===== src/sv/atte_pkg.sv =====
// shared types, constants and command codes of the text terminal engine
// no dependencies; every module of the block imports this package
`timescale 1ns / 1ps
`default_nettype none

package atte_pkg;

  localparam int LINES_IN_STORE = 128;
  localparam int SCREEN_COLUMNS = 80;
  localparam int SCREEN_ROWS    = 25;
  localparam int MAX_PARAMS     = 8;
  localparam int TAB_WIDTH      = 4;

  localparam int LINE_W  = $clog2(LINES_IN_STORE);
  localparam int USE_W   = $clog2(LINES_IN_STORE + 1);
  localparam int REL_W   = USE_W + 1;
  localparam int COL_W   = 7;
  localparam int ROW_W   = 5;
  localparam int PARAM_W = 14;
  localparam int CELLS   = LINES_IN_STORE * SCREEN_COLUMNS;
  localparam int ADDR_W  = $clog2(CELLS);
  localparam int PCNT_W  = $clog2(MAX_PARAMS + 1);
  localparam int PIDX_W  = (MAX_PARAMS > 1) ? $clog2(MAX_PARAMS) : 1;
  localparam int TAB_W   = $clog2(TAB_WIDTH + 1);

  localparam int FIFO_DEPTH = 4;
  localparam int FIFO_PTR_W = $clog2(FIFO_DEPTH);
  localparam int FIFO_CNT_W = $clog2(FIFO_DEPTH + 1);

  localparam logic [PARAM_W-1:0] PARAM_MAX     = 14'd16383;
  localparam logic [7:0]         DEFAULT_COLOR = 8'h07;
  localparam logic [7:0]         SPACE_CHAR    = 8'h20;
  localparam logic [7:0]         ESC_CHAR      = 8'h1B;
  localparam logic [7:0]         LF_CHAR       = 8'h0A;
  localparam logic [7:0]         CR_CHAR       = 8'h0D;
  localparam logic [7:0]         TAB_CHAR      = 8'h09;
  localparam logic [7:0]         BS_CHAR       = 8'h08;

  localparam logic [2:0] OP_BYTE   = 3'd0;
  localparam logic [2:0] OP_READ   = 3'd1;
  localparam logic [2:0] OP_COLOR  = 3'd2;
  localparam logic [2:0] OP_CURSOR = 3'd3;
  localparam logic [2:0] OP_CLEAR  = 3'd4;

  typedef enum logic [3:0] {
    CMD_TEXT,
    CMD_READ,
    CMD_COLOR,
    CMD_CURSOR,
    CMD_CLEAR,
    CMD_SGR,
    CMD_POS,
    CMD_ED,
    CMD_EL,
    CMD_CUU,
    CMD_CUD,
    CMD_CUF,
    CMD_CUB
  } cmd_e;

  typedef struct packed {
    logic [2:0] op;
    logic [7:0] value;
    logic [4:0] row;
    logic [6:0] col;
  } in_item_t;

  typedef struct packed {
    logic        kind;
    logic [13:0] param_value;
    logic        last;
    logic [7:0]  cell_char;
    logic [7:0]  cell_color;
    logic [4:0]  cursor_row;
    logic [6:0]  cursor_col;
  } out_item_t;

  typedef struct packed {
    cmd_e               cmd;
    logic [7:0]         value;
    logic [ROW_W-1:0]   row;
    logic [COL_W-1:0]   col;
    logic [PARAM_W-1:0] p0;
    logic [PARAM_W-1:0] p1;
    logic               last;
  } cmd_t;

endpackage

`default_nettype wire


===== src/sv/atte_fifo.sv =====
// short command queue between the front and back ends
// uses atte_pkg for the entry type and depth
`timescale 1ns / 1ps
`default_nettype none

module atte_fifo (
  input  wire             clk_i,
  input  wire             rst_ni,
  input  wire             push_valid_i,
  output logic            push_ready_o,
  input  atte_pkg::cmd_t  push_data_i,
  output logic            pop_valid_o,
  input  wire             pop_ready_i,
  output atte_pkg::cmd_t  pop_data_o
);
  import atte_pkg::*;

  cmd_t                  mem_q [FIFO_DEPTH];
  logic [FIFO_PTR_W-1:0] wr_q, rd_q;
  logic [FIFO_CNT_W-1:0] cnt_q;
  logic                  do_push, do_pop;

  assign push_ready_o = cnt_q != FIFO_CNT_W'(FIFO_DEPTH);
  assign pop_valid_o  = cnt_q != '0;
  assign pop_data_o   = mem_q[rd_q];
  assign do_push      = push_valid_i && push_ready_o;
  assign do_pop       = pop_valid_o && pop_ready_i;

  always_ff @(posedge clk_i or negedge rst_ni) begin
    if (!rst_ni) begin
      wr_q  <= '0;
      rd_q  <= '0;
      cnt_q <= '0;
    end else begin
      if (do_push) begin
        wr_q <= (wr_q == FIFO_PTR_W'(FIFO_DEPTH - 1)) ? '0 : wr_q + 1'b1;
      end
      if (do_pop) begin
        rd_q <= (rd_q == FIFO_PTR_W'(FIFO_DEPTH - 1)) ? '0 : rd_q + 1'b1;
      end
      if (do_push && !do_pop) begin
        cnt_q <= cnt_q + 1'b1;
      end else if (do_pop && !do_push) begin
        cnt_q <= cnt_q - 1'b1;
      end
    end
  end

  always_ff @(posedge clk_i) begin
    if (do_push) begin
      mem_q[wr_q] <= push_data_i;
    end
  end

endmodule

`default_nettype wire


===== config.mk =====
export PLATFORM = sky130hd
export DESIGN_NAME = atte_fifo
export DESIGN_NICKNAME = d
export VERILOG_FILES = /design/src/sv/atte_pkg.sv /design/src/sv/atte_fifo.sv
export SDC_FILE = /design/constraint.sdc
export NUM_CORES = 1
export LEC_CHECK = 0
export BUFFER_PORTS_ARGS = -buffer_cell sky130_fd_sc_hd__buf_4
export CORE_ASPECT_RATIO = 1.4
export CORE_UTILIZATION = 61
export CTS_CLUSTER_DIAMETER = 30
export CTS_CLUSTER_SIZE = 40
export DETAILED_ROUTE_END_ITERATION = 10
export PLACE_DENSITY_LB_ADDON = 0.2
export SYNTH_ARGS = -nofsm -noshare
export SYNTH_HDL_FRONTEND = slang
export SYNTH_SLANG_ARGS = --single-unit

===== constraint.sdc =====
create_clock -name clk_i -period 5.95 [get_ports clk_i]
set_input_delay 1.19 -clock clk_i [delete_from_list [all_inputs] [get_ports clk_i]]
set_output_delay 1.19 -clock clk_i [all_outputs]
set_load 0.01 [all_outputs]

---- Word level (Yosys, flattened, before mapping) ----
Memories as Yosys holds them, arrays and structs flattened.
Cells that the tools add are included.
storage, ports and cells
  memories ................................ 1
  logic and storage cells ................. 25
  bits of input ports ..................... 57
  output and inout port bits .............. 55
  memory bits (writable) .................. 212
  flip-flop bits (word level) ............. 7
memories
  name   words  bits a word  read ports  clocked after Yosys merged registers in  wr ports  RTL line         text
  mem_q  4      53           1           0                                        1         atte_fifo.sv:18  cmd_t mem_q [FIFO_DEPTH];
operators by class
  muxes and demuxes ....................... 6
  reduce and logical (&&, ||, !) cells .... 8
  add/subtract/negate cells ............... 4
  equal/unequal tests ..................... 3
operator list
  cell                                              number
  2-to-1 mux 3 bit                                  2
  adder 2 x 1 -> 2 bit, second input constant       2
  == test 2 bit, second input constant              2
  logical AND 1 bit                                 4
  2-to-1 mux 2 bit                                  2
  adder 3 x 1 -> 3 bit, second input constant       1
  != test 3 bit, second input constant              1
  nonzero test 3 bit                                1
  subtractor 3 x 1 -> 3 bit, second input constant  1
  zero test 1 bit                                   2
  2-to-1 mux 1 bit                                  2
  nonzero test 2 bit                                1

---- Logic depth before layout (Yosys ltp) ----
  depth after elaboration ................. 6
  mapped depth ............................ 8
  mapped depth without buffers ............ 8

---- Worst setup path after synthesis ----
OpenSTA, ideal clock, no wires.
  path kind ............................... input port to flip-flop
  from .................................... input port push_valid_i
  to ...................................... memory mem_q[0][0] (netlist bit) (enable)
  stages on the path ...................... 2
  arrival time ............................ 2.742 ns
  path buffers ............................ 0
  required time ........................... 5.534 ns
  slack ................................... 2.792 ns
  setup time .............................. 0.416 ns
  cells stage by stage .................... a21boi_2 and2_1
on the way
  word-level cells in the longest chain between the ends .. 3
RTL lines
  what                                    RTL line         text
  start, declared                         atte_fifo.sv:9   input wire push_valid_i,
  logical AND 1 bit                       atte_fifo.sv:26  assign do_push = push_valid_i && push_ready_o;
  2-to-1 mux 1 bit                        atte_fifo.sv:50  if (do_push) begin
  2-to-1 mux 1 bit (implied by the code)  atte_fifo.sv:51  mem_q[wr_q] <= push_data_i;
  end, declared                           atte_fifo.sv:18
No other way between the ends.

==> results by group <==
Route
  • Number of vias per cell after detailed routing: 5.68
  • First-pass detailed-route iteration total: 4
  • Remaining antenna violation count after routing: 0
  • DRC: 0
  • Initial DRC Count: 193
  • Total number of vias: 3703
  • Total detailed-routing wirelength: 13500 um
  • Per-cell routed wire length: 20.8 um

Status
  • Run status: complete, no violations

Clocking
  • TritonCTS clock tree: built
  • Post-CTS repair timing setup buffer count: 0
  • Clock Sink Count: 219
  • Cell chosen for the clock root: sky130_fd_sc_hd__clkbuf_16
  • Cts hold-fix bufs: 0
  • Number of gates given a new drive strength after cts: 0
  • Skew-Pair Late Insertion Delay: 0.52 ns
  • Clock transition at the registers of the reported paths: 0.05 ns
  • Maximum number of buffers from clock root to sink: 3
  • Inserted Clock Buffers: 30
  • H-Tree Depth: 1

Synth
  • Post-synthesis adder-cell area fraction: 1.17%
  • Synthesized-area fraction occupied by and/or/nand/nor cells: 0.752%
  • Total nets after synthesis: 378
  • Warning count from the yosys run: 0
  • Post-Syn Instances: 314
  • Synthesized flop and latch total: 219
  • Syn Std Cell Area: 8160 um^2
  • Mux contribution to synthesized area: 15.6%
  • Parity-gate share of the synthesized area counting xor and xnor cells: 0.322%
  • Library cells used by synthesis: 19
  • Proportion of synthesized chip area in sequential cells: 80.2%
  • Dominant combinational cell family by area after synthesis: multiplexers
  • Complex-gate fraction of the synthesized area: 0.138%
  • Mean instance size in the synthesized netlist: 26.0 um^2

STA
  • Maximum operating frequency: 0.268 GHz
  • Final setup violation count: 0
  • Fin crit share: 62.7%
  • Final Hold Violating Endpoints: 0
  • Unrepaired setup endpoints after global routing: no
  • Clock tree skew after final layout: 0.0113 ns
  • Max-slew headroom at the worst pin: 28.1%
  • Post-Route Hold Slack: 0.479 ns
  • Final TNS setup: 0 ns
  • Slew of the pin with the lowest slew margin: 1.08 ns
  • Min Clock Period, post-route: 3.73 ns
  • Max-slew violations: 0
  • Setup ws final: 2.22 ns

Power
  • Peak ir drop on the vdd network: 0.373 mV
  • Leakage dissipation: 3.55 nW
  • Overall power of the completed layout: 5.34 mW
  • PwrDens: 527 nW/um^2

Setup path
  • CP max FO: 56
  • CP Data Required Time: 4.76 ns
  • Data arrival time at the worst-slack endpoint: 2.54 ns
  • Buffers plus inverters on the worst setup path: 1
  • Worst reg-to-reg setup slack: 3.63 ns
  • Critical Path Max Stage Delay: 1.11 ns
  • Setup crit start kind: register
  • Cell count of the worst reg-to-reg path: 4
  • Standard cell with the maximum stage delay on the critical path: sky130_fd_sc_hd__dfrtp_4
  • Crit path capture type: output port
  • Series of cell instances along the critical path: mux4_1 > buf_4
  • Crit Path Class: reg -> out
  • Timing endpoint of the critical path: pop_data_o[47]
  • Total number of cells along the worst setup path: 2
  • Startpoint of the worst setup timing path: rd_q[0]
  • Worst reg2reg path startpoint: cnt_q[0]
  • End of the worst register-to-register path: mem_q[1][31]
  • Cell family with most CP delay: flip-flops

Finish
  • Final std cell area, no fill: 10100 um^2
  • Final core utilization: 78.4%
  • Number of antenna cells inserted: 0
  • Area added between synthesis and finish: 24.3%
  • Non-filler cells, final: 652
  • Fillers: 681
  • Proportion of layout cells with a drive suffix above 1: 48.5%
  • Nets: 514

Floorplanning
  • Die boundary height: 139 um
  • Standard-cell row count: 49
  • Total Die Area: 13800 um^2
  • Die X: 99.7 um
  • Core box area: 12900 um^2
  • Number of placed I/O pins: 112
  • Initial core utilization: 63.1%

Placed design
  • Total half-perimeter wirelength after legalization and detailed placement: 8010 um
  • Count of port buffers added during placement: 111
  • Global placement routability congestion: 0.676
  • Dpl cells: 596
  • Pre-CTS setup slack: 2.71 ns
  • Area after detailed placement: 9120 um^2

Global routing
  • Leftover overflow at the end of global routing: 0
  • Initial antenna violation count: 0
  • Pin count of the biggest net entering global routing: 57
  • Global-route wire length before repair: 21200 um
  • Global-route usage over all layers: 20.7%
  • Number of global-route vias before repair: 3952

Flow run
  • Number of violations of the max-capacitance limit: 0

Hold path
  • HP Class: in -> async
-- Yosys cell counts (all sizes together) --
| cell | count | area (um^2) |
|---|---|---|
| and2 | 4 | 25.0 |
| fa | 1 | 20.0 |
| ha | 6 | 75.1 |
| edfxtp | 212 | 6370 |
| xnor2 | 1 | 8.76 |
| inv | 3 | 11.3 |
| nor2 | 4 | 15.0 |
| or3 | 1 | 11.3 |
| nand2 | 2 | 10.0 |
| mux4 | 53 | 1210 |
| buf | 12 | 141 |
| dfrtp | 7 | 175 |
| a21boi | 1 | 11.3 |
| xor2 | 2 | 17.5 |
| mux2 | 5 | 56.3 |
-- power breakdown --
| group | total, mW | switching [mW] | internal, mW | leakage (nW) |
|---|---|---|---|---|
| registers | 2.26 | 0.217 | 2.04 | 2.02 |
| logic | 1.35 | 0.599 | 0.754 | 1.04 |
| clock network | 1.73 | 0.654 | 1.08 | 0.485 |
-- layout by cell type (no fill, tap or decap), types with 5 or more instances in the layout --
| cell type | instances |
|---|---|
| sky130_fd_sc_hd__mux2_2 | 5 |
| sky130_fd_sc_hd__edfxtp_1 | 212 |
| sky130_fd_sc_hd__mux4_2 | 48 |
| sky130_fd_sc_hd__mux4_1 | 5 |
| sky130_fd_sc_hd__clkbuf_16 | 31 |
| sky130_fd_sc_hd__inv_6 | 10 |
| sky130_fd_sc_hd__dfrtp_1 | 5 |
| sky130_fd_sc_hd__buf_4 | 116 |
| sky130_fd_sc_hd__ha_1 | 6 |
-- cells by family (layout without fill, tap and decap cells) --
logic type               count (synthesis)  in the layout
AND/OR/NAND/NOR                         11             11
multiplexers                            58             58
XOR/XNOR                                 3              3
flip-flops                             219            219
buffers and inverters                   15            175
adder cells (fa/ha/maj)                  7              7
AO/OA/AOI/OAI                            1              1
-- sequential cells by signal, summed over array words and instances, names as in the netlist --
name   count
cnt_q      3
rd_q       2
mem_q    212
wr_q       2
-- worst register-to-register path: cells and delay by family (launching register included) --
family | cells | cell delay, ns
AND/OR/NAND/NOR | 2 | 0.65
buffers and inverters | 1 | 0.55
flip-flops | 1 | 0.43
AO/OA/AOI/OAI | 1 | 0.29
-- worst min-delay path by stage --
stage	start	endpoint	cells after the start
final	rst_ni	rd_q[0]	1
after global routing	rst_ni	rd_q[0]	1
after CTS	rst_ni	cnt_q[2]	1
after detailed placement	cnt_q[2]	cnt_q[2]	1
after global placement	cnt_q[2]	cnt_q[2]	1
after floorplan	cnt_q[2]	cnt_q[2]	1
-- metal layers --
layer,track usage (%),wire length [um],part of all wire [%]
met5,0,0,0
met4,7.59,317,2.3
met3,3.98,700,5.2
met2,35.6,7180,53
met1,26.4,5340,39
-- cell type report --
cell class                 count  area, um^2  area share [%]
clock buffer                  36         805            7.94
sequential                   219        6550            64.6
clock inverter                20         213            2.10
multi-input combinational     80        1470            14.5
timing repair buffer         116         871            8.59
inverter                       3        11.3           0.111
tap                          178         223            2.20
No activity file was read; power rests on OpenSTA's default activity.
