**config.mk**
```make
export PLATFORM = sky130hd
export DESIGN_NAME = atte_front
export DESIGN_NICKNAME = d
export VERILOG_FILES = /design/src/sv/atte_pkg.sv /design/src/sv/atte_front.sv
export SDC_FILE = /design/constraint.sdc
export NUM_CORES = 1
export LEC_CHECK = 0
export BUFFER_PORTS_ARGS = -buffer_cell sky130_fd_sc_hd__buf_2
export CAP_MARGIN = 20
export CORE_MARGIN = 2
export CORE_UTILIZATION = 40
export CTS_CLUSTER_SIZE = 30
export DETAILED_ROUTE_END_ITERATION = 8
export SLEW_MARGIN = 0
export SYNTH_ARGS = -nofsm -noshare
export SYNTH_HDL_FRONTEND = slang
export SYNTH_SLANG_ARGS = --single-unit
```
**constraint.sdc**
```tcl
create_clock -name clk_i -period 10.4 [get_ports clk_i]
set_input_delay 0.52 -clock clk_i [delete_from_list [all_inputs] [get_ports clk_i]]
set_output_delay 0.52 -clock clk_i [all_outputs]
set_load 0.01 [all_outputs]
```
**src/sv/atte_pkg.sv**
```systemverilog
// shared types, constants and command codes of the text terminal engine
// no dependencies; every module of the block imports this package
`timescale 1ns / 1ps
`default_nettype none

package atte_pkg;

  localparam int LINES_IN_STORE = 128;
  localparam int SCREEN_COLUMNS = 80;
  localparam int SCREEN_ROWS    = 25;
  localparam int MAX_PARAMS     = 8;
  localparam int TAB_WIDTH      = 4;

  localparam int LINE_W  = $clog2(LINES_IN_STORE);
  localparam int USE_W   = $clog2(LINES_IN_STORE + 1);
  localparam int REL_W   = USE_W + 1;
  localparam int COL_W   = 7;
  localparam int ROW_W   = 5;
  localparam int PARAM_W = 14;
  localparam int CELLS   = LINES_IN_STORE * SCREEN_COLUMNS;
  localparam int ADDR_W  = $clog2(CELLS);
  localparam int PCNT_W  = $clog2(MAX_PARAMS + 1);
  localparam int PIDX_W  = (MAX_PARAMS > 1) ? $clog2(MAX_PARAMS) : 1;
  localparam int TAB_W   = $clog2(TAB_WIDTH + 1);

  localparam int FIFO_DEPTH = 4;
  localparam int FIFO_PTR_W = $clog2(FIFO_DEPTH);
  localparam int FIFO_CNT_W = $clog2(FIFO_DEPTH + 1);

  localparam logic [PARAM_W-1:0] PARAM_MAX     = 14'd16383;
  localparam logic [7:0]         DEFAULT_COLOR = 8'h07;
  localparam logic [7:0]         SPACE_CHAR    = 8'h20;
  localparam logic [7:0]         ESC_CHAR      = 8'h1B;
  localparam logic [7:0]         LF_CHAR       = 8'h0A;
  localparam logic [7:0]         CR_CHAR       = 8'h0D;
  localparam logic [7:0]         TAB_CHAR      = 8'h09;
  localparam logic [7:0]         BS_CHAR       = 8'h08;

  localparam logic [2:0] OP_BYTE   = 3'd0;
  localparam logic [2:0] OP_READ   = 3'd1;
  localparam logic [2:0] OP_COLOR  = 3'd2;
  localparam logic [2:0] OP_CURSOR = 3'd3;
  localparam logic [2:0] OP_CLEAR  = 3'd4;

  typedef enum logic [3:0] {
    CMD_TEXT,
    CMD_READ,
    CMD_COLOR,
    CMD_CURSOR,
    CMD_CLEAR,
    CMD_SGR,
    CMD_POS,
    CMD_ED,
    CMD_EL,
    CMD_CUU,
    CMD_CUD,
    CMD_CUF,
    CMD_CUB
  } cmd_e;

  typedef struct packed {
    logic [2:0] op;
    logic [7:0] value;
    logic [4:0] row;
    logic [6:0] col;
  } in_item_t;

  typedef struct packed {
    logic        kind;
    logic [13:0] param_value;
    logic        last;
    logic [7:0]  cell_char;
    logic [7:0]  cell_color;
    logic [4:0]  cursor_row;
    logic [6:0]  cursor_col;
  } out_item_t;

  typedef struct packed {
    cmd_e               cmd;
    logic [7:0]         value;
    logic [ROW_W-1:0]   row;
    logic [COL_W-1:0]   col;
    logic [PARAM_W-1:0] p0;
    logic [PARAM_W-1:0] p1;
    logic               last;
  } cmd_t;

endpackage

`default_nettype wire

```
**src/sv/atte_front.sv**
```systemverilog
// front end: accepts input items, runs the escape sequence parser and
// turns each item into commands for the back end; uses atte_pkg
`timescale 1ns / 1ps
`default_nettype none

module atte_front (
  input  wire                 clk_i,
  input  wire                 rst_ni,
  input  wire                 in_valid_i,
  output logic                in_ready_o,
  input  atte_pkg::in_item_t  in_data_i,
  output logic                push_valid_o,
  input  wire                 push_ready_i,
  output atte_pkg::cmd_t      push_data_o
);
  import atte_pkg::*;

  localparam logic FR_IDLE = 1'b0;
  localparam logic FR_EMIT = 1'b1;

  localparam logic [1:0] PH_TEXT = 2'd0;
  localparam logic [1:0] PH_ESC  = 2'd1;
  localparam logic [1:0] PH_CSI  = 2'd2;

  logic               st_q, st_d;
  logic [1:0]         phase_q, phase_d;
  logic [PARAM_W-1:0] plist_q [MAX_PARAMS];
  logic [PCNT_W-1:0]  pcnt_q, pcnt_d;
  logic [PARAM_W-1:0] accum_q, accum_d;
  logic               seen_q, seen_d;
  logic [PCNT_W-1:0]  emit_q, emit_d;
  cmd_e               final_q, final_d;

  logic               plist_we;
  logic [PARAM_W-1:0] plist_wd;
  logic               accept;
  logic [7:0]         b;
  logic [17:0]        acc_ext;
  logic               fin_ok;
  cmd_e               fin_cmd;

  assign in_ready_o = (st_q == FR_IDLE) && push_ready_i;
  assign accept     = in_valid_i && in_ready_o;
  assign b          = in_data_i.value;
  assign acc_ext    = 18'(accum_q) * 18'd10 + 18'(b - "0");

  // final byte classification
  always_comb begin
    fin_ok  = 1'b1;
    fin_cmd = CMD_SGR;
    case (b)
      "m":      fin_cmd = CMD_SGR;
      "H", "f": fin_cmd = CMD_POS;
      "J":      fin_cmd = CMD_ED;
      "K":      fin_cmd = CMD_EL;
      "A":      fin_cmd = CMD_CUU;
      "B":      fin_cmd = CMD_CUD;
      "C":      fin_cmd = CMD_CUF;
      "D":      fin_cmd = CMD_CUB;
      default:  fin_ok  = 1'b0;
    endcase
  end

  always_comb begin
    st_d     = st_q;
    phase_d  = phase_q;
    pcnt_d   = pcnt_q;
    accum_d  = accum_q;
    seen_d   = seen_q;
    emit_d   = emit_q;
    final_d  = final_q;
    plist_we = 1'b0;
    plist_wd = seen_q ? accum_q : '0;

    push_valid_o       = 1'b0;
    push_data_o.cmd    = CMD_TEXT;
    push_data_o.value  = in_data_i.value;
    push_data_o.row    = in_data_i.row;
    push_data_o.col    = in_data_i.col;
    push_data_o.p0     = '0;
    push_data_o.p1     = '0;
    push_data_o.last   = 1'b0;

    if (st_q == FR_IDLE) begin
      if (accept) begin
        case (in_data_i.op)
          OP_BYTE: begin
            if (phase_q == PH_ESC && b == "[") begin
              phase_d = PH_CSI;
              pcnt_d  = '0;
              accum_d = '0;
              seen_d  = 1'b0;
            end else if (phase_q == PH_CSI) begin
              if (b inside {["0":"9"]}) begin
                accum_d = (acc_ext > 18'(PARAM_MAX)) ? PARAM_MAX : acc_ext[PARAM_W-1:0];
                seen_d  = 1'b1;
              end else begin
                if (pcnt_q < PCNT_W'(MAX_PARAMS)) begin
                  plist_we = 1'b1;
                  pcnt_d   = pcnt_q + 1'b1;
                end
                accum_d = '0;
                seen_d  = 1'b0;
                if (b != ";") begin
                  phase_d = PH_TEXT;
                  if (fin_ok) begin
                    st_d    = FR_EMIT;
                    final_d = fin_cmd;
                    emit_d  = '0;
                  end
                end
              end
            end else begin
              phase_d = PH_TEXT;
              if (b == ESC_CHAR) begin
                phase_d = PH_ESC;
              end else begin
                push_valid_o = 1'b1;
              end
            end
          end
          OP_READ: begin
            push_valid_o    = 1'b1;
            push_data_o.cmd = CMD_READ;
          end
          OP_COLOR: begin
            push_valid_o    = 1'b1;
            push_data_o.cmd = CMD_COLOR;
          end
          OP_CURSOR: begin
            push_valid_o    = 1'b1;
            push_data_o.cmd = CMD_CURSOR;
          end
          OP_CLEAR: begin
            push_valid_o    = 1'b1;
            push_data_o.cmd = CMD_CLEAR;
          end
          default: ;
        endcase
      end
    end else begin
      push_valid_o    = 1'b1;
      push_data_o.cmd = final_q;
      if (final_q == CMD_SGR) begin
        push_data_o.p0   = plist_q[emit_q[PIDX_W-1:0]];
        push_data_o.last = (emit_q + 1'b1) == pcnt_q;
        if (push_ready_i) begin
          emit_d = emit_q + 1'b1;
          if (push_data_o.last) begin
            st_d = FR_IDLE;
          end
        end
      end else begin
        push_data_o.p0 = plist_q[0];
        push_data_o.p1 = (pcnt_q >= PCNT_W'(2)) ? plist_q[1 % MAX_PARAMS] : PARAM_W'(1);
        if (push_ready_i) begin
          st_d = FR_IDLE;
        end
      end
    end
  end

  always_ff @(posedge clk_i or negedge rst_ni) begin
    if (!rst_ni) begin
      st_q    <= FR_IDLE;
      phase_q <= PH_TEXT;
      pcnt_q  <= '0;
      accum_q <= '0;
      seen_q  <= 1'b0;
      emit_q  <= '0;
      final_q <= CMD_SGR;
    end else begin
      st_q    <= st_d;
      phase_q <= phase_d;
      pcnt_q  <= pcnt_d;
      accum_q <= accum_d;
      seen_q  <= seen_d;
      emit_q  <= emit_d;
      final_q <= final_d;
    end
  end

  always_ff @(posedge clk_i) begin
    if (plist_we) begin
      plist_q[pcnt_q[PIDX_W-1:0]] <= plist_wd;
    end
  end

endmodule

`default_nettype wire

```
---- After elaboration in Yosys (flattened, before gate mapping) ----
Memory sizes are Yosys's and may differ from the RTL's.
Index checks and enable logic that the tools add are counted.
storage, ports and cells
  latch bits .............................. 0
  input bits .............................. 27
  word-level logic and storage cells ...... 132
  memories ................................ 1
  output and inout bits ................... 55
  RAM bits ................................ 112
  flip-flop bits (word level) ............. 30
  memory bits (read-only) ................. 0
memory list
  memory   depth  bits a word  read ports  clocked after Yosys merged registers in  wr ports  RTL line          RTL
  plist_q  8      14           3           0                                        1         atte_front.sv:27  logic [PARAM_W-1:0] plist_q [MAX_PARAMS];
operators by class
  reductions and logical operators ........ 20
  equality and inequality tests ........... 27
  mux-type cells .......................... 64
  multipliers ............................. 1
  add/subtract/negate cells ............... 4
  shift-type cells ........................ 0
  divide/modulo/power cells ............... 0
  bitwise operators ....................... 3
  order comparisons ....................... 5
operators with widths
  operator                                                                           count
  14-bit two-way mux                                                                 8
  8-bit by 7-bit equality test with 1-bit output, second input constant              10
  4-bit two-way mux                                                                  15
  1-bit two-way mux                                                                  32
  29-bit two-way mux                                                                 1
  4-bit one-hot mux with 7 select lines                                              1
  18-bit adder                                                                       1
  18-bit by 14-bit greater-than comparator with 1-bit output, second input constant  1
  14-bit by 3-bit multiplier with 17-bit output, second input constant               1
  2-bit nonzero test                                                                 7
  3-bit one-hot mux with 4 select lines                                              1
  9-bit AND reduction                                                                1
  9-bit OR reduction                                                                 1
  8-bit by 6-bit subtractor with 9-bit output, second input constant                 1
  4-bit by 1-bit adder with 4-bit output, second input constant                      2
  8-bit by 5-bit equality test with 1-bit output, second input constant              1
  8-bit by 6-bit >= comparator with 1-bit output, second input constant              1
  8-bit by 6-bit <= comparator with 1-bit output, second input constant              1
  2-bit two-way mux                                                                  4
  2-bit != test, second input constant                                               4
  8-bit by 6-bit != test with 1-bit output, second input constant                    1
  8-bit AND reduction                                                                1
  3-bit by 2-bit equality test with 1-bit output, second input constant              2
  6-bit AND reduction                                                                1
  other kinds (20)                                                                   25

---- Depth between registers and ports, before layout ----
  word-level depth ........................ 11
  mapped depth ............................ 21
  mapped depth without buffers ............ 20

---- Worst setup path before layout ----
Ideal clock, no wire load.
  path type ............................... register -> register
  start ................................... register accum_q[1]
  end ..................................... register accum_q[10]
  arrival ................................. 4.379 ns
  stages on the path, launching flop included .. 22
  library setup time ...................... 0.126 ns
  path slack .............................. 5.895 ns
  data required time ...................... 10.274 ns
  clock period less this slack ............ 4.505 ns
  path buffers ............................ 1
  path through ............................ dfrtp_1 ha_1 ha_1 fa_1 a21o_1 a21oi_1 o21bai_1 a21oi_1 o21ai_0 a21o_1 a21oi_1 xnor2_1 ha_1 nand3_1 a21oi_1 a2111oi_0 a31oi_1 xor2_1 xnor2_1 a31oi_2 buf_6 a221o_1
between the ends
  cells in the longest elaborated chain, start to end .. 7
ends and longest elaborated chain
  item                                                        RTL line           RTL
  start: declaration                                          atte_front.sv:29   logic [PARAM_W-1:0] accum_q, accum_d;
  start signal: assignment                                    atte_front.sv:176  accum_q <= accum_d;
  14-bit by 3-bit multiplier with 17-bit output *             atte_front.sv:45   assign acc_ext = 18'(accum_q) * 18'd10 + 18'(b - "0");
  18-bit adder *                                              atte_front.sv:45
  18-bit by 14-bit greater-than comparator with 1-bit output  atte_front.sv:95   accum_d = (acc_ext > 18'(PARAM_MAX)) ? PARAM_MAX : acc_ext[PARAM_W-1:0];
  14-bit two-way mux *                                        atte_front.sv:95
  14-bit two-way mux *                                        atte_front.sv:94   if (b inside {["0":"9"]}) begin
  14-bit two-way mux *                                        atte_front.sv:93   end else if (phase_q == PH_CSI) begin
  14-bit two-way mux *                                        atte_front.sv:88   if (phase_q == PH_ESC && b == "[") begin
Every way passes the cells marked *; elsewhere a longest branch is shown, timed or not. The select of a mux whose other input is x is not followed.
A chain may end at the register's enable or synchronous reset.

---- Worst setup path in the final report ----
  start ................................... register accum_q[1]
  end ..................................... register accum_q[2]
The elaborated chain is that of the path after synthesis.

==> flow_metrics.tcl <==
set metrics [dict create \
    holdBufCountCts 0 \
    dr.pass1.iters 4 \
    crit_path_start_kind "flop" \
    cts_tree "built" \
    critPathLaunch "accum_q[1]" \
    fin_skew_ns 0.00700 \
    hold_viol_final 0 \
    ir_worst_vdd_mv 0.114 \
    io_buffers 57 \
    ys.flop_type "edfxtp_1" \
    synth_area_um2 7920 \
    slew_headroom 0.236 \
    clock_sinks 142 \
    final_antenna_net_count 0 \
    gp_congestion 0.793 \
    clock.fmax_mhz 196 \
    clk_latency_ns 0.41 \
    first_iter_violations 309 \
    drc_errors 0 \
    period_share 0.490 \
    required_ns 10.75 \
    clock_path_buffers 2 \
    netlist_instances 623 \
    num-fill-cells 1734 \
    synth_edf_count 112 \
    yosysUniqueCellTypes 62 \
    setup_violations 0 \
    fin_tns_setup_ns 0 \
    fin_util 0.460 \
    power_uw 1210 \
    vias 5045 \
    initial_core_util 0.407 \
    synth-seq-area-share 0.520 \
    placed_cells_incl_taps 909 \
    worst_pin_slew_ns 1.15 \
    dpl-instance-area_um2 8370 \
    fp.dieH_um 145 \
    hp-class "in -> async" \
    core-area_um2 19500 \
    post_cts_resize_count 0 \
    first_global_vias 5142 \
    reg2reg_slack_ns 5.31 \
    mostFrequentLayoutCell "edfxtp_1" \
    grt.total_usage 0.168 \
    synthTopCellsByArea "edfxtp_1 (42%), dfrtp_1 (8.9%), mux4_2 (8.0%)" \
    rsz0062_at_grt "no" \
    final_cell_count_no_fill 942 \
    crit_fanout 14 \
    ios 82 \
    vias_per_cell 5.36 \
    max_cap_viol_count 0 \
    wl_per_cell_um 17.8 \
    dieWidth_um 145 \
    worst-setup-path-type "reg -> reg" \
    async_flop_share 0.211 \
    cts_htree_levels 4 \
    synth_top_area_frac 0.425 \
    final_cell_mix "edfxtp_1 (112), buf_2 (57), nand2_1 (49)" \
    r2r-start "accum_q[1]" \
    fin_crit_ns 5.09 \
    arrival_ns 5.44 \
    synth-seq-cells 142 \
    synthToLayoutAreaGrowth_pct 13.0 \
    synth.largest_area_cell "edfxtp_1" \
    antenna_found_initial 0 \
    fin_area_um2 8950 \
    yosys_warnings 0 \
    clk_pin_slew_ns 0.06 \
    postSynthAreaPerCell_um2 12.7 \
    status "finished, final reports clean" \
    power_leakage_uw 0.00390 \
    seq_area_um2 4120 \
    die-area_um2 20900 \
    multi_input_area_um2 3520 \
    final_layout_size_suffix_gt1_frac 0.219 \
    grt_max_degree 34 \
    fp-row-count 51 \
    r2r_cells 20 \
    syn_nets 699 \
    drt-total-wl_um 16800 \
    ctsRootBufferMaster "clkbuf_16" \
    grt_pass1_wl_um 26800 \
    post_cts_buffers 0 \
    n_antenna_cell 0 \
    drv_slew 0 \
    power_density_nw_per_um2 136 \
    globalRouteOverflowTotal 0 \
    cts-buffers-inserted 17 \
    place.detailed.hpwl_um 11500 \
    end_kind "flop" \
    nNetsFinal 740 \
]
[Yosys cell counts, types with 3 or more instances]
library cell	number
nor2_1	39
nand2b_1	8
a21oi_1	35
mux2i_1	14
dfrtp_1	28
o21ai_0	18
mux4_2	28
ha_1	47
clkbuf_1	13
o21bai_1	5
a21o_1	11
xor2_1	10
and2_1	29
buf_4	20
xnor2_1	25
nor3_1	8
o211a_1	14
a22o_1	5
nor2b_1	5
inv_1	14
a221o_1	10
a31oi_1	4
nand3_1	10
nand2_1	49
a221o_2	4
edfxtp_1	112
buf_1	9
and3_1	3
[logic make-up (layout without fill, tap and decap cells)]
| logic type | after synthesis | after routing | synth area share |
|---|---|---|---|
| DFF | 142 | 142 | 0.520 |
| adders and majority gates | 50 | 50 | 0.0806 |
| buffers and inverters | 59 | 113 | 0.0387 |
| muxes | 44 | 44 | 0.100 |
| AOI/OAI and AO/OA | 133 | 133 | 0.124 |
| and+or+nand+nor | 160 | 160 | 0.0979 |
| xor gates and xnor gates | 35 | 35 | 0.0387 |
[per-stage QoR]
| stage | setup WS (ns) | hold WS [ns] |
|---|---|---|
| 6_report | 5.31 | 0.132 |
| 5_1_grt | 4.90 | 0.179 |
| 2_1_floorplan | 5.89 | 0.224 |
| 3_3_place_gp | 5.52 | 0.462 |
| 3_5_place_dp | 5.36 | 0.469 |
| 4_1_cts | 5.35 | 0.145 |
[where the power goes]
part           total (uW)  internal, uW  switching, uW
clock                 567           348            219
sequential            608           607           1.05
combinational        39.6          14.3           25.3
[path summary, 6_finish.rpt]
path | to
min | final_q[1]
min in group clk_i | st_q
min reg2reg | phase_q[1]
max in group asynchronous | emit_q[0]
max reg2reg | accum_q[2]
max | accum_q[2]
[metal layers]
metal	global-route usage	routed length, um	vias to the layer above
met4	0.0501	169	0
met1	0.212	7680	2485
met3	0.0359	527	14
li1	-	-	2440
met2	0.294	8390	106
met5	0	0	-
[registers in the layout, summed over array words and instances (netlist names)]
register and flops:
final_q 4, phase_q 2, emit_q 4, accum_q 14, plist_q 112, st_q 1, pcnt_q 4, seen_q 1
[critical path, stage by stage (launching register included)]
cell and delay [ns]:
dfrtp_1 0.44, ha_1 0.33, ha_1 0.23, fa_1 0.40
a21o_1 0.20, a21oi_1 0.23, o21bai_1 0.10, a21oi_1 0.21
o21ai_0 0.23, a21o_1 0.22, a21oi_1 0.16, xnor2_1 0.17
ha_1 0.30, nand3_1 0.09, a21oi_1 0.05, a2111oi_0 0.43
a31oi_1 0.10, xor2_1 0.17, xnor2_1 0.17, a31oi_2 0.57
a221o_2 0.21
[area by class of cell]
type / instances / area share
clock buffers: 18 / 0.0480
well taps: 265 / 0.0371
clock inverters: 14 / 0.0141
multi-input cells: 422 / 0.393
repair buffers: 67 / 0.0417
flip-flops and latches: 142 / 0.460
inverters: 14 / 0.00587
Note: power is estimated with default switching activity, not from simulation.
